## src/crc8wd_pkg.sv

```systemverilog
package crc8wd_pkg;

    localparam logic [7:0] CRC_INIT = 8'hFF;
    localparam logic [7:0] CRC_POLY = 8'h31;
    localparam logic [1:0] DATA_BYTES = 2'd2;

    typedef logic [1:0] status_t;

    localparam status_t ST_OK         = 2'd0;
    localparam status_t ST_CRC_ERR    = 2'd1;
    localparam status_t ST_INCOMPLETE = 2'd2;
    localparam status_t ST_OVERFLOW   = 2'd3;

    typedef struct packed {
        logic [7:0] rx_byte;
        logic       final_byte;
    } in_item_t;

    typedef struct packed {
        logic [15:0] word_value;
        logic [3:0]  word_index;
        status_t     status;
        logic        response_ok;
        logic        last_word;
    } result_t;

    function automatic logic [7:0] crc8_step(input logic [7:0] crc, input logic [7:0] data);
        logic [7:0] c;
        c = crc ^ data;
        for (int i = 0; i < 8; i++) begin
            if (c[7]) begin
                c = {c[6:0], 1'b0} ^ CRC_POLY;
            end else begin
                c = {c[6:0], 1'b0};
            end
        end
        return c;
    endfunction

endpackage

```

## src/crc8wd_in_reg.sv

```systemverilog
module crc8wd_in_reg (
    input  logic                aclk,
    input  logic                aresetn,
    input  logic                s_valid,
    output logic                s_ready,
    input  crc8wd_pkg::in_item_t s_item,
    input  logic                take,
    output logic                item_valid,
    output crc8wd_pkg::in_item_t item
);
    import crc8wd_pkg::*;

    logic     valid_reg;
    logic     valid_next;
    in_item_t item_reg;

    assign s_ready    = !valid_reg || take;
    assign valid_next = (s_valid && s_ready) ? 1'b1 : (take ? 1'b0 : valid_reg);

    always_ff @(posedge aclk) begin
        if (!aresetn) begin
            valid_reg <= 1'b0;
        end else begin
            valid_reg <= valid_next;
        end
    end

    always_ff @(posedge aclk) begin
        if (s_valid && s_ready) begin
            item_reg <= s_item;
        end
    end

    assign item_valid = valid_reg;
    assign item       = item_reg;

endmodule

```

## src/crc8wd_core.sv

```systemverilog
module crc8wd_core #(
    parameter int MAX_WORDS = 16
) (
    input  logic                 aclk,
    input  logic                 aresetn,
    input  logic                 advance,
    input  crc8wd_pkg::in_item_t item,
    output logic                 res_valid,
    output crc8wd_pkg::result_t  res
);
    import crc8wd_pkg::*;

    localparam int CNT_W = ($clog2(MAX_WORDS + 1) > 4) ? $clog2(MAX_WORDS + 1) : 4;
    localparam logic [CNT_W-1:0] CNT_MAX = CNT_W'(MAX_WORDS);

    logic [1:0]       pos_reg, pos_next;
    logic [7:0]       crc_reg, crc_next;
    logic [15:0]      held_reg, held_next;
    logic [CNT_W-1:0] count_reg, count_next;
    logic             fail_reg, fail_next;
    logic             full;
    status_t          word_status;

    assign full = (count_reg >= CNT_MAX);

    always_comb begin
        pos_next    = pos_reg;
        crc_next    = crc_reg;
        held_next   = held_reg;
        count_next  = count_reg;
        fail_next   = fail_reg;
        res_valid   = 1'b0;
        res         = '0;
        word_status = ST_OK;
        if (pos_reg < DATA_BYTES) begin
            pos_next  = pos_reg + 2'd1;
            crc_next  = crc8_step(crc_reg, item.rx_byte);
            held_next = {held_reg[7:0], item.rx_byte};
            if (item.final_byte) begin
                res_valid       = 1'b1;
                res.word_value  = '0;
                res.word_index  = count_reg[3:0];
                res.status      = ST_INCOMPLETE;
                res.response_ok = 1'b0;
                res.last_word   = 1'b1;
                pos_next        = '0;
                crc_next        = CRC_INIT;
                held_next       = '0;
                count_next      = '0;
                fail_next       = 1'b0;
            end
        end else begin
            if (full) begin
                word_status = ST_OVERFLOW;
            end else if (crc_reg != item.rx_byte) begin
                word_status = ST_CRC_ERR;
            end
            res_valid       = 1'b1;
            res.word_value  = held_reg;
            res.word_index  = count_reg[3:0];
            res.status      = word_status;
            res.response_ok = !(fail_reg || (word_status != ST_OK));
            res.last_word   = item.final_byte;
            pos_next        = '0;
            crc_next        = CRC_INIT;
            held_next       = '0;
            if (item.final_byte) begin
                count_next = '0;
                fail_next  = 1'b0;
            end else begin
                fail_next  = fail_reg || (word_status != ST_OK);
                count_next = full ? count_reg : count_reg + CNT_W'(1);
            end
        end
    end

    always_ff @(posedge aclk) begin
        if (!aresetn) begin
            pos_reg   <= '0;
            crc_reg   <= CRC_INIT;
            held_reg  <= '0;
            count_reg <= '0;
            fail_reg  <= 1'b0;
        end else if (advance) begin
            pos_reg   <= pos_next;
            crc_reg   <= crc_next;
            held_reg  <= held_next;
            count_reg <= count_next;
            fail_reg  <= fail_next;
        end
    end

    a_pos_range: assert property (@(posedge aclk) disable iff (!aresetn)
        pos_reg <= DATA_BYTES)
        else $error("byte position out of range");

    a_count_range: assert property (@(posedge aclk) disable iff (!aresetn)
        count_reg <= CNT_MAX)
        else $error("word count above limit");

    a_end_clears: assert property (@(posedge aclk) disable iff (!aresetn)
        advance && res_valid && res.last_word |=>
            pos_reg == '0 && count_reg == '0 && !fail_reg && crc_reg == CRC_INIT)
        else $error("response state not cleared after last word");

    a_fail_ok: assert property (@(posedge aclk) disable iff (!aresetn)
        res_valid && fail_reg |-> !res.response_ok)
        else $error("response_ok set after a failed word");

endmodule

```

## src/crc8wd_out_reg.sv

```systemverilog
module crc8wd_out_reg (
    input  logic                aclk,
    input  logic                aresetn,
    input  logic                load,
    input  crc8wd_pkg::result_t res,
    output logic                can_load,
    output logic                m_valid,
    input  logic                m_ready,
    output crc8wd_pkg::result_t m_res
);
    import crc8wd_pkg::*;

    logic    valid_reg;
    logic    valid_next;
    result_t res_reg;

    assign can_load   = !valid_reg || m_ready;
    assign valid_next = load ? 1'b1 : ((valid_reg && m_ready) ? 1'b0 : valid_reg);

    always_ff @(posedge aclk) begin
        if (!aresetn) begin
            valid_reg <= 1'b0;
        end else begin
            valid_reg <= valid_next;
        end
    end

    always_ff @(posedge aclk) begin
        if (load) begin
            res_reg <= res;
        end
    end

    assign m_valid = valid_reg;
    assign m_res   = res_reg;

endmodule

```

## src/crc8_checked_word_deframer.sv

```systemverilog
// Splits a sensor response byte stream into three-byte words (high byte, low byte,
// CRC-8 with polynomial 0x31 and initial value 0xFF) and gives one result per word with
// its status and a sticky response-ok flag; a response ending mid-word gives one result
// with the incomplete status. A byte is registered on input and evaluated
// combinationally into the output register, so one byte is accepted every cycle while
// the result side keeps up; a CRC byte goes through the input, then the output register.
// Holding m_ready low stalls the input once both of those registers are full.
module crc8_checked_word_deframer #(
    parameter int MAX_WORDS = 16
) (
    input  logic        aclk,
    input  logic        aresetn,
    input  logic        s_valid,
    output logic        s_ready,
    input  logic [7:0]  s_rx_byte,
    input  logic        s_final_byte,
    output logic        m_valid,
    input  logic        m_ready,
    output logic [15:0] m_word_value,
    output logic [3:0]  m_word_index,
    output logic [1:0]  m_status,
    output logic        m_response_ok,
    output logic        m_last_word
);
    import crc8wd_pkg::*;

    in_item_t s_item;
    in_item_t item;
    logic     item_valid;
    logic     advance;
    logic     can_load;
    logic     res_valid;
    result_t  res;
    result_t  m_res;

    assign s_item.rx_byte    = s_rx_byte;
    assign s_item.final_byte = s_final_byte;
    assign advance           = item_valid && can_load;

    crc8wd_in_reg u_in_reg (
        .aclk       (aclk),
        .aresetn    (aresetn),
        .s_valid    (s_valid),
        .s_ready    (s_ready),
        .s_item     (s_item),
        .take       (advance),
        .item_valid (item_valid),
        .item       (item)
    );

    crc8wd_core #(
        .MAX_WORDS (MAX_WORDS)
    ) u_core (
        .aclk      (aclk),
        .aresetn   (aresetn),
        .advance   (advance),
        .item      (item),
        .res_valid (res_valid),
        .res       (res)
    );

    crc8wd_out_reg u_out_reg (
        .aclk     (aclk),
        .aresetn  (aresetn),
        .load     (advance && res_valid),
        .res      (res),
        .can_load (can_load),
        .m_valid  (m_valid),
        .m_ready  (m_ready),
        .m_res    (m_res)
    );

    assign m_word_value  = m_res.word_value;
    assign m_word_index  = m_res.word_index;
    assign m_status      = m_res.status;
    assign m_response_ok = m_res.response_ok;
    assign m_last_word   = m_res.last_word;

endmodule
```

## config.mk

```make
export PLATFORM = sky130hd
export DESIGN_NAME = crc8_checked_word_deframer
export DESIGN_NICKNAME = d
export VERILOG_FILES = /design/src/crc8wd_pkg.sv /design/src/crc8wd_in_reg.sv /design/src/crc8wd_core.sv /design/src/crc8wd_out_reg.sv /design/src/crc8_checked_word_deframer.sv
export SDC_FILE = /design/constraint.sdc
export NUM_CORES = 1
export LEC_CHECK = 0
export BUFFER_PORTS_ARGS = -buffer_cell sky130_fd_sc_hd__buf_4
export CAP_MARGIN = 10
export CORE_MARGIN = 2
export CORE_UTILIZATION = 30
export DETAILED_ROUTE_END_ITERATION = 10
export GPL_TIMING_DRIVEN = 0
export SLEW_MARGIN = 20
export SYNTH_ARGS = -nofsm -noshare
export SYNTH_HDL_FRONTEND = slang
export SYNTH_SLANG_ARGS = --single-unit
```

## constraint.sdc

```tcl
create_clock -name aclk -period 2.47 [get_ports aclk]
set_input_delay 0.1235 -clock aclk [delete_from_list [all_inputs] [get_ports aclk]]
set_output_delay 0.1235 -clock aclk [all_outputs]
set_load 0.01 [all_outputs]
```

Word-level counts from Yosys, hierarchy flattened --
Cells that the tools add are included.
Storage, ports and cells: flip-flop bits (word level) 67, bits in latches 0, RAM bits 0, ROM bits 0, bits of input ports 13, output and inout bits 26, logic and storage cells 84, memories 0
Cells by class: $add $sub $neg 2, multiply operators 0, divide/modulo/power cells 0, magnitude comparators 2, eq/ne operators 3, shift operators 0, multiplexer cells 39, bitwise operators 9, reductions and logical operators 15
Operators with widths (count):
- $mux W8 | 10
- $mux W6 | 8
- $mux W16 | 2
- $mux W24 | 1
- $not A3 Y3 | 8
- $mux W5 | 4
- $mux W1 | 10
- $mux W2 | 4
- $ne A8 B8 Y1 | 1
- $xor A8 B8 Y8 | 1
- $reduce_bool A2 Y1 | 3
- $add A5 B1 Y5 const B | 1
- $ge A5 B5 Y1 const B | 1
- $logic_and A1 B1 Y1 | 4
- $ne A2 B2 Y1 const B | 2
- $logic_not A1 Y1 | 3
- $logic_or A1 B1 Y1 | 3
- $reduce_and A3 Y1 | 1
- $add A2 B1 Y2 const B | 1
- $lt A2 B2 Y1 const B | 1
- $reduce_and A2 Y1 | 1

Depth between registers and ports, before layout --
Gate-level depths: netlist (run 1).
word-level depth 26, depth in mapped cells 7, depth with buffers taken out 5

Cells and area by module --
Synthesis (run 1) repeated with hierarchy kept, for this count alone.
Second synthesis, totals: cells, all modules 249, area, all modules 2924.1 µm²
Modules (own cells, without submodules):
- crc8wd_core | times used 1, cells each 205, area an instance 1814.2 µm²
- crc8wd_out_reg | times used 1, cells each 28, area an instance 769.5 µm²
- crc8wd_in_reg | times used 1, cells each 14, area an instance 327.8 µm²
- crc8_checked_word_deframer | times used 1, cells each 2, area an instance 12.5 µm²

Worst setup path before layout (run 1) --
No wires, ideal clock.
path type reg-to-reg, start register u_out_reg.valid_reg (netlist: u_out_reg.m_valid), end register u_out_reg.res_reg, in the netlist u_out_reg.m_res[0], enable pin, data arrival time 1690 ps, slack 373 ps, cell stages (with the launch flop) 4, path buffers 0, clock period less this slack 2097 ps, cells stage by stage dfxtp_1 nand2b_1 nand2_1 nor2_1
On the way: longest elaborated chain between the ends 4
RTL lines:
- start, declared | line crc8wd_out_reg.sv:13 | logic valid_reg;
- start signal, assigned | line crc8wd_out_reg.sv:24 | valid_reg <= valid_next;
- $logic_not A1 Y1 | line crc8wd_out_reg.sv:17 | assign can_load = !valid_reg || m_ready;
- $logic_or A1 B1 Y1 | line crc8wd_out_reg.sv:17
- $logic_and A1 B1 Y1 | line crc8_checked_word_deframer.sv:38 | assign advance = item_valid && can_load;
- $logic_and A1 B1 Y1 | line crc8_checked_word_deframer.sv:65 | .load (advance && res_valid),
- via u_out_reg.load | line crc8wd_out_reg.sv:4 | input logic load,
- end signal, assigned | line crc8wd_out_reg.sv:30 | res_reg <= res;
- end, declared | line crc8wd_out_reg.sv:15 | result_t res_reg;
The timed path passes the listed nets, and every way through them passes these cells. A chain may end at the register's enable or synchronous reset.

Final worst setup path (run 1) --
start register u_in_reg.item_reg, in the netlist u_in_reg.item[0], end register u_core.crc_reg[3]
On the way: longest elaborated chain between the ends 2
RTL lines:
- start, declared | line crc8wd_in_reg.sv:15 | in_item_t item_reg;
- start signal, assigned | line crc8wd_in_reg.sv:30 | item_reg <= s_item;
- $mux W8 | line crc8wd_core.sv:39 | if (item.final_byte) begin
- $mux W8 | line crc8wd_core.sv:35 | if (pos_reg < DATA_BYTES) begin
- end signal, assigned | line crc8wd_core.sv:86 | crc_reg <= crc_next;
- end, declared | line crc8wd_core.sv:17 | logic [7:0] crc_reg, crc_next;
Every way passes these cells.

==> results of run 1 <==
## kinds of logic (layout without fill, tap and decap cells)
group                    after synthesis  count (layout)  synth area share, %
XOR/XNOR                              25              25                 8.91
AND/OR/NAND/NOR                      100             100                 19.3
multiplexers                           1               1                0.418
AO/OA/AOI/OAI                         31              31                 6.77
adder cells (fa/ha/maj)                2               2                0.928
flip-flops                            67              67                 62.0
buffers and inverters                 12              75                 1.72
## layer usage
| metal | up-vias | routed length [um] | track usage (%) |
|---|---|---|---|
| met3 | 9 | 241 | 2.84 |
| met2 | 40 | 2320 | 18.1 |
| li1 | 931 | - | - |
| met5 | - | 0 | 0 |
| met1 | 862 | 2410 | 14.1 |
| met4 | 0 | 105 | 5.37 |
## power breakdown
part           leakage (nW)  switching [mW]  total (mW)  internal, mW
Clock                 0.123           0.427        1.13         0.700
Combinational         0.558           0.155       0.293         0.137
Sequential            0.594          0.0343        1.24          1.21
## area by class of cell
type	count	area (sq um)	share of cell area (%)
timing repair buffer	47	375	10.8
multi-input combinational	159	986	28.5
sequential	67	1670	48.3
inverter	2	7.51	0.217
tap	108	135	3.90
buffer	10	38.8	1.12
clock inverter	6	111	3.22
clock buffer	10	138	3.97
## timing repair
action                    in CTS  in global routing
hold endpoints to repair       9                  0
hold buffers                   9                  0
setup buffers                  0                  0
## per-stage QoR
| stage | hold slack [ns] | std cells | power [mW] |
|---|---|---|---|
| floorplan | 0.200 | 238 | 1.47 |
| global placement | 0.303 | 384 | 1.55 |
| detailed placement | 0.303 | 384 | 1.55 |
| CTS | 0.00565 | 409 | 2.68 |
| global route | 0.0147 | 409 | 2.77 |
| finish | 0.00946 | 409 | 2.66 |
## worst max-delay path, cell delays in order (launching register included)
cell	delay (ns)
edfxtp_1	0.46
nor2_1	0.50
o21ai_1	0.27
buf_2	0.25
a211oi_1	0.23
nor2_1	0.07
## worst min-delay path by stage
stage / start / end / slack [ns]
after floorplan: aresetn / u_core.crc_reg[7]$_SDFFE_PN1P_ / 0.20
after global placement: s_final_byte / u_in_reg.item[0]$_DFFE_PP_ / 0.30
after detailed placement: s_rx_byte[1] / u_in_reg.item[2]$_DFFE_PP_ / 0.30
after CTS: aresetn / u_core.crc_reg[7]$_SDFFE_PN1P_ / 0.006
after global routing: aresetn / u_core.crc_reg[7]$_SDFFE_PN1P_ / 0.01
final: aresetn / u_core.crc_reg[7]$_SDFFE_PN1P_ / 0.009
## Yosys cell counts
cell type and number:
and4_1 5, xor2_2 1, nand2b_1 1, a211oi_1 3
xor2_1 5, clkbuf_1 7, inv_1 2, or4_4 1
nand4_1 3, and3_1 1, o211ai_1 2, xnor3_1 1
ha_1 2, xnor2_1 18, nor2_1 16, nor3_2 2
o21a_1 2, mux2_2 1, a21oi_1 18, nor4_1 2
nand2_1 39, buf_2 1, dfxtp_1 34, edfxtp_1 33
o21ai_0 2, nor3_1 2, a41oi_1 1, buf_1 2
nor3b_1 1, nor2b_1 5, nor3b_2 1, a31oi_1 1
o21ai_1 1, and2_1 20, nand3b_1 1, o211a_1 1
==> flow_metrics.py, run 1 <==
metrics = {
    "logic_synthesis": {
        "synth_top_area_share_pct": 36.8,
        "ys_seq_elements": 67,
        "ys_seq_area_share_pct": 62.0,
        "netlist_area_sq_mm": 0.00270,
        "synth_nets": 253,
        "synth_warnings": 0,
        "synthCells": 238,
        "yosysUniqueCellTypes": 36,
        "syn_avg_cell_area_sq_um": 11.3,
        "synthTopCellsByArea": "edfxtp_1 37%, dfxtp_1 25%, xnor2_1 5.8%, nand2_1 5.4%, and2_1 4.6%",
        "synth.largest_area_cell": "edfxtp_1",
    },
    "die": {
        "die_h_um": 98.8,
        "die-width_um": 98.8,
        "num_io_pins": 39,
        "dieArea_sq_mm": 0.00976,
        "start_util_pct": 30.9,
        "rows": 34,
        "core_region_area_sq_mm": 0.00872,
    },
    "hold_path": {
        "min_path_type": "in2reg",
        "hold_depth": 2,
    },
    "clock_network": {
        "numCtsBuffers": 9,
        "clock-sinks": 67,
        "htreeDepth": 3,
        "tritoncts": "built",
        "insertion_delay_ns": 0.34,
        "cts_buffer_depth": 2,
        "clkTransAtPathRegs_ns": 0.07,
        "cts_resized": 0,
        "cts-root-buf": "clkbuf_8",
    },
    "sta": {
        "setup_viol": 0,
        "slew_viol_final": 0,
        "max_slew_margin_pct": 54.2,
        "period_minus_slack_ns": 1.89,
        "period_share_pct": 76.5,
        "rsz0062_at_grt": "no",
        "hold_viol": 0,
        "fmax_mhz": 530,
        "fin_ws_ns": 0.581,
        "skew_ns": 0.00487,
        "worstMarginPinSlew_ns": 0.686,
        "tns_ns": 0,
    },
    "final_layout": {
        "syn_to_final_growth_pct": 28.4,
        "nets": 311,
        "largest_reg_flops": 24,
        "final_cell_mix": "39 x nand2_1, 38 x buf_4, 34 x dfxtp_1, 33 x edfxtp_1, 20 x and2_1",
        "drive_above_1_share_pct": 20.6,
        "n_antenna_cell": 0,
        "final_common_cell": "nand2_1",
        "final_util_pct": 39.7,
        "nFillCells": 827,
        "stdcell_area_sq_mm": 0.00346,
    },
    "worst_setup_path": {
        "r2r_slack_ns": 0.58,
        "criticalPathCategory": "reg2reg",
        "worstSetupEndpoint": "u_core.crc_reg[3]$_SDFFE_PN1P_",
        "critPathLaunchType": "register",
        "required_ns": 2.70,
        "r2r_start": "u_in_reg.item[0]$_DFFE_PP_",
        "reg2reg_depth": 5,
        "cp-end-kind": "register",
        "path_max_fanout": 10,
        "cp-startpoint": "u_in_reg.item[0]$_DFFE_PP_",
        "r2r-end": "u_core.crc_reg[3]$_SDFFE_PN1P_",
        "crit_arrival_ns": 2.12,
    },
    "global_route": {
        "overflow": 0,
        "antenna_found_initial": 0,
        "grt_pass1_vias": 1845,
        "grt_max_degree": 26,
        "track_usage_pct": 11.2,
        "grt_pass1_wl_um": 8620,
    },
    "drt": {
        "firstDrtPassIters": 4,
        "ant_nets": 0,
        "dr.first_iter.drc_count": 93,
        "avgRoutedWirePerCell_um": 12.4,
        "drc": 0,
        "via_per_inst": 4.50,
        "vias": 1842,
        "wl_um": 5080,
    },
    "power_and_ir_drop": {
        "p_leak_nw": 1.27,
        "ir_worst_vdd_mv": 0.304,
        "powerDensity_mw_per_mm2": 769,
    },
    "placement": {
        "place_congestion": 0.828,
        "postPlaceCellArea_sq_mm": 0.00312,
        "place_ws_ns": 0.549,
        "hpwl_um": 3530,
        "io_buffers": 38,
    },
    "status": {
        "outcome": "complete, no violations",
    },
    "job": {
        "maxCapViolCount": 0,
    },
}
Power figures use the tool's default switching activity.
==> run 2, diff against run 1 <==
- clock period: 2.47 -> 1.73 ns (I/O delays scaled with it)
==> run 2 against run 1 <==
Setup slack got worse by 0.55 ns. Combinational power grew 89%. Total power rose by 37%. Register-to-register slack lost 0.55 ns. Via count is 3.9% higher. Global-route usage is 0.39 points higher. Core utilization increased by 1.9 points. Final cell count grew 3.4%. Clock-buffer cell count stayed put. Largest cell class unchanged.
==> flow_metrics.py, run 2 (synthesis results as in run 1) <==
metrics = {
    "clock_network": {
        "cts-root-buf": "clkbuf_8",
        "insertion_delay_ns": 0.34,
        "clkTransAtPathRegs_ns": 0.07,
        "numCtsBuffers": 9,
        "htreeDepth": 3,
        "tritoncts": "built",
        "cts_buffer_depth": 2,
        "clock-sinks": 67,
    },
    "die": {
        "num_io_pins": 39,
        "die-width_um": 98.8,
        "die_h_um": 98.8,
        "start_util_pct": 30.9,
        "rows": 34,
        "dieArea_sq_mm": 0.00976,
        "core_region_area_sq_mm": 0.00872,
    },
    "placement": {
        "io_buffers": 38,
        "place_ws_ns": -0.192,
        "hpwl_um": 3550,
        "place_congestion": 0.848,
    },
    "worst_setup_path": {
        "path_max_fanout": 3,
        "critPathLaunchType": "register",
        "max_stage_delay_ns": 0.52,
        "crit_arrival_ns": 1.80,
        "criticalPathCategory": "reg2reg",
        "cp-end-kind": "register",
        "reg2reg_depth": 4,
        "cp_cell_sequence": "xor2_2 -> nand3b_1 -> or4_4 -> and2_4",
        "required_ns": 1.83,
        "slowest_stage": "or4_4",
    },
    "sta": {
        "tns_ns": 0,
        "fmax_mhz": 588,
        "skew_ns": 0.00825,
        "setup_viol": 0,
        "hold_ws_ns": 0.116,
        "hold_viol": 0,
        "period_minus_slack_ns": 1.70,
        "fin_ws_ns": 0.0292,
        "worstMarginPinSlew_ns": 0.676,
        "slew_viol_final": 0,
        "period_share_pct": 98.3,
        "max_slew_margin_pct": 54.8,
        "rsz0062_at_grt": "yes",
    },
    "power_and_ir_drop": {
        "p_int_mw": 2.72,
        "seqPwrFrac_pct": 49.0,
        "p_sw_share_pct": 25.4,
        "clock_power_share_pct": 35.9,
        "powerDensity_mw_per_mm2": 1010,
        "ir_worst_vdd_mv": 0.355,
        "p_leak_nw": 1.38,
        "switchingPower_uw": 925,
        "combPwrFrac_pct": 15.2,
    },
    "drt": {
        "drc": 0,
        "firstDrtPassIters": 5,
        "vias": 1914,
        "ant_nets": 0,
        "avgRoutedWirePerCell_um": 12.7,
        "dr.first_iter.drc_count": 83,
        "via_per_inst": 4.52,
        "wl_um": 5380,
    },
    "global_route": {
        "grt_max_degree": 26,
        "track_usage_pct": 11.6,
        "antenna_found_initial": 0,
        "overflow": 0,
        "grt_pass1_vias": 1867,
        "grt_pass1_wl_um": 8940,
    },
    "final_layout": {
        "final_cell_mix": "50 x buf_4, 38 x nand2_1, 34 x dfxtp_1, 33 x edfxtp_1, 19 x and2_1",
        "syn_to_final_growth_pct": 34.6,
        "final_util_pct": 41.6,
        "n_antenna_cell": 0,
        "nets": 325,
        "final_common_cell": "buf_4",
        "largest_reg_flops": 24,
        "drive_above_1_share_pct": 28.6,
    },
    "hold_path": {
        "hold_depth": 3,
        "min_path_type": "in2reg",
    },
    "job": {
        "maxCapViolCount": 0,
    },
    "status": {
        "outcome": "complete, no violations",
    },
}
## run 2: cell count changes in the layout (fill, tap and decap cells not counted), sizes merged
| cell | previous run | this run |
|---|---|---|
| clkinvlp | 1 | 2 |
| clkinv | 1 | 2 |
| dlygate4sd3 | 9 | 11 |
| bufinv | 3 | 1 |
| buf | 41 | 53 |
## run 2: metrics by stage
stage          cell area [sq um]  std cells  total power [mW]
6_report                    3630        423              3.65
5_1_grt                     3630        423              3.81
4_1_cts                     3550        420              3.60
3_5_place_dp                3120        384              2.22
3_3_place_gp                3120        384              2.21
2_1_floorplan               2700        238              2.10
## run 2: area by class of cell
type                    count  area (sq um)
plain buffers              10          41.3
clock buffers              10           138
flip-flops and latches     67          1670
multi-input cells         159          1090
clock inverters             6          63.8
repair buffers             61           485
fillers                   826          5090
inverters                   2          7.51
well taps                 108           135
## run 2: power groups by stage
| stage | Sequential [mW] | Combinational (mW) | Clock (mW) |
|---|---|---|---|
| 3_3_place_gp | 1.81 | 0.397 | 0 |
| 6_report | 1.79 | 0.553 | 1.31 |
| 5_1_grt | 1.79 | 0.609 | 1.41 |
| 3_5_place_dp | 1.81 | 0.406 | 0 |
| 2_1_floorplan | 1.81 | 0.290 | 0 |
| 4_1_cts | 1.78 | 0.476 | 1.34 |
## run 2: layer usage
| metal | vias up | part of all wire (%) | track usage [%] |
|---|---|---|---|
| li1 | 963 | - | - |
| met1 | 906 | 47 | 14.4 |
| met2 | 37 | 47 | 18.7 |
| met3 | 8 | 4.3 | 3.69 |
| met4 | 0 | 1.9 | 4.95 |
| met5 | - | 0 | 0 |
## run 2: critical path, delay by kind of cell, from the launching register on
kind	cells	cell delay, ns
AND/OR/NAND/NOR	3	0.85
XOR/XNOR	1	0.18
flip-flops	1	0.44
## run 2: worst paths after layout
check	slack (ns)	endpoint	startpoint
max	0.03	u_out_reg.m_res[2]$_SDFFCE_PN0P_	u_in_reg.item[6]$_DFFE_PP_
min	0.12	u_out_reg.m_valid$_SDFFE_PN0P_	m_ready
max reg2reg	0.03	u_out_reg.m_res[2]$_SDFFCE_PN0P_	u_in_reg.item[6]$_DFFE_PP_
min reg2reg	0.45	u_core.held_reg[8]$_SDFFE_PN0P_	u_core.held_reg[8]$_SDFFE_PN0P_
## run 2: timing repair
action	4_1_cts	5_1_grt
gates resized for setup	9	10
buffers inserted	9	3
hold buffers	11	0
pin swaps	8	6
endpoints found under the setup margin	31	13
endpoints found under the hold margin	12	0
==> run 3, diff against run 2 <==
- CORE_UTILIZATION: 30 -> 50
- PLACE_DENSITY: not set -> 0.74
- clock period: 1.73 -> 1.4 ns (I/O delays scaled with it)
==> run 3 against run 2 <==
The flow now finishes with violations (setup timing). Fmax is 3.2% lower. Routed wire length is 2.2% higher. Flip-flop and latch count stayed put. Sequential share of layout area is 1.4 points lower. Sequential power is 23% higher. Setup slack worse by 0.39 ns. Clock power is 53% higher. Largest cell class unchanged.
==> flow_metrics.py, run 3 (synthesis results as in run 1) <==
metrics = {
    "worst_setup_path": {
        "required_ns": 1.51,
        "path_max_fanout": 3,
        "r2r_slack_ns": -0.36,
        "max_stage_delay_ns": 0.52,
        "r2r_start": "u_in_reg.item[4]$_DFFE_PP_",
        "slowest_stage": "or4_4",
        "criticalPathCategory": "reg2reg",
        "r2r-end": "u_out_reg.m_res[2]$_SDFFCE_PN0P_",
        "crit_arrival_ns": 1.86,
        "reg2reg_depth": 4,
        "cp_cell_sequence": "xnor2_2 -> nand3b_1 -> or4_4 -> and2_1",
        "cp-end-kind": "register",
        "critPathLaunchType": "register",
    },
    "die": {
        "dieArea_sq_mm": 0.00600,
        "num_io_pins": 39,
        "start_util_pct": 52.5,
        "die_h_um": 77.4,
        "core_region_area_sq_mm": 0.00514,
        "rows": 26,
        "die-width_um": 77.4,
    },
    "power_and_ir_drop": {
        "ir_worst_vdd_mv": 1.06,
        "p_leak_nw": 1.46,
        "powerDensity_mw_per_mm2": 1330,
    },
    "status": {
        "violations": "setup timing",
        "outcome": "finished, violations left",
    },
    "global_route": {
        "overflow": 0,
        "grt_pass1_vias": 1835,
        "grt_max_degree": 13,
        "track_usage_pct": 19.4,
        "grt_pass1_wl_um": 8830,
        "antenna_found_initial": 0,
    },
    "drt": {
        "route.met2.wl_um": 2580,
        "drc": 0,
        "avgRoutedWirePerCell_um": 14.2,
        "wl_um": 5500,
        "ant_nets": 0,
        "via_per_inst": 4.92,
        "vias": 1905,
        "firstDrtPassIters": 7,
        "wl_met3_um": 328,
        "dr.first_iter.drc_count": 151,
        "routed.top_layer": "met4",
        "route.layer.met1.wl_um": 2470,
    },
    "clock_network": {
        "htreeDepth": 3,
        "cts-root-buf": "clkbuf_8",
        "numCtsBuffers": 9,
        "insertion_delay_ns": 0.35,
        "clkTransAtPathRegs_ns": 0.07,
        "tritoncts": "built",
        "cts_buffer_depth": 2,
        "clock-sinks": 67,
    },
    "sta": {
        "fin_ws_ns": -0.357,
        "worstMarginPinSlew_ns": 0.419,
        "hold_viol": 0,
        "setup_viol": 11,
        "period_share_pct": 126,
        "rsz0062_at_grt": "yes",
        "skew_ns": 0.00615,
        "tns_ns": -2.34,
        "slew_viol_final": 0,
        "max_slew_margin_pct": 72.1,
        "fmax_mhz": 569,
        "period_minus_slack_ns": 1.76,
    },
    "final_layout": {
        "final_cell_mix": "53 x buf_4, 37 x nand2_1, 34 x dfxtp_1, 33 x edfxtp_1, 20 x and2_1",
        "largest_reg_flops": 24,
        "n_antenna_cell": 0,
        "drive_above_1_share_pct": 32.5,
        "syn_to_final_growth_pct": 38.8,
        "final_common_cell": "buf_4",
        "nets": 327,
    },
    "placement": {
        "place_ws_ns": -0.373,
        "io_buffers": 38,
        "place_congestion": 0.757,
        "hpwl_um": 3140,
    },
    "hold_path": {
        "min_from": "m_ready",
        "hold_path_end": "u_out_reg.m_valid$_SDFFE_PN0P_",
        "hold_depth": 3,
        "min_path_type": "in2reg",
    },
    "job": {
        "maxCapViolCount": 0,
    },
}
[run 3: routing by layer]
layer | up-vias | track usage, %
met5 | - | 0
met4 | 0 | 10.0
met3 | 12 | 4.77
met2 | 56 | 31.4
met1 | 870 | 24.3
li1 | 967 | -
[run 3: worst max path at each step]
stage / startpoint / end / slack, ns / cells after the start
final: u_in_reg.item[4]$_DFFE_PP_ / u_out_reg.m_res[2]$_SDFFCE_PN0P_ / -0.36 / 4
after global placement: u_in_reg.item[8]$_DFFE_PP_ / u_out_reg.m_res[2]$_SDFFCE_PN0P_ / -0.36 / 4
after global routing: u_in_reg.item[8]$_DFFE_PP_ / u_core.crc_reg[0]$_SDFFE_PN1P_ / -0.42 / 6
after detailed placement: u_in_reg.item[1]$_DFFE_PP_ / u_out_reg.m_res[2]$_SDFFCE_PN0P_ / -0.37 / 4
after CTS: u_in_reg.item[8]$_DFFE_PP_ / u_out_reg.m_res[2]$_SDFFCE_PN0P_ / -0.35 / 4
after floorplan: u_in_reg.item[7]$_DFFE_PP_ / u_out_reg.m_res[2]$_SDFFCE_PN0P_ / -0.23 / 4
[run 3: layout make-up]
cell class / instances / area, sq um
Timing Repair Buffer: 63 / 513
Inverter: 2 / 7.51
Clock inverter: 6 / 111
Fill cell: 358 / 1400
Buffer: 9 / 50.0
Tap cell: 70 / 87.6
Sequential cell: 67 / 1670
Multi-Input combinational cell: 160 / 1160
Clock buffer: 10 / 138
[run 3: per-stage QoR]
| step | hold slack (ns) | power [mW] | area, sq um | instances | util, % |
|---|---|---|---|---|---|
| after floorplan | 0.146 | 2.61 | 2740 | 238 | - |
| after global placement | 0.248 | 2.74 | 3120 | 346 | 60.6 |
| after detailed placement | 0.249 | 2.75 | 3120 | 346 | 60.6 |
| after CTS | 0.0802 | 4.90 | 3690 | 385 | 71.8 |
| after global routing | 0.112 | 5.12 | 3740 | 387 | 72.8 |
| final | 0.0751 | 4.98 | 3740 | 387 | 72.8 |
[run 3: power by group]
part           internal, mW  switching [mW]  leakage, nW
clock                  1.23           0.764        0.123
sequential             2.14          0.0710        0.594
combinational         0.390           0.387        0.742
[run 3: what timing repair did]
action                     in CTS  in global routing
gates cloned                    1                  0
hold endpoints to repair       11                  0
setup endpoints to repair      59                 45
hold buffers                   11                  0
pin swaps                      12                 13
resized for setup              22                  8
setup buffers                  11                  3
[run 3: critical path, delay by kind of cell, from the launching register on]
family                    cells  cell delay (ns)
xor gates and xnor gates      1             0.27
DFF                           1             0.44
and+or+nand+nor               3             0.80
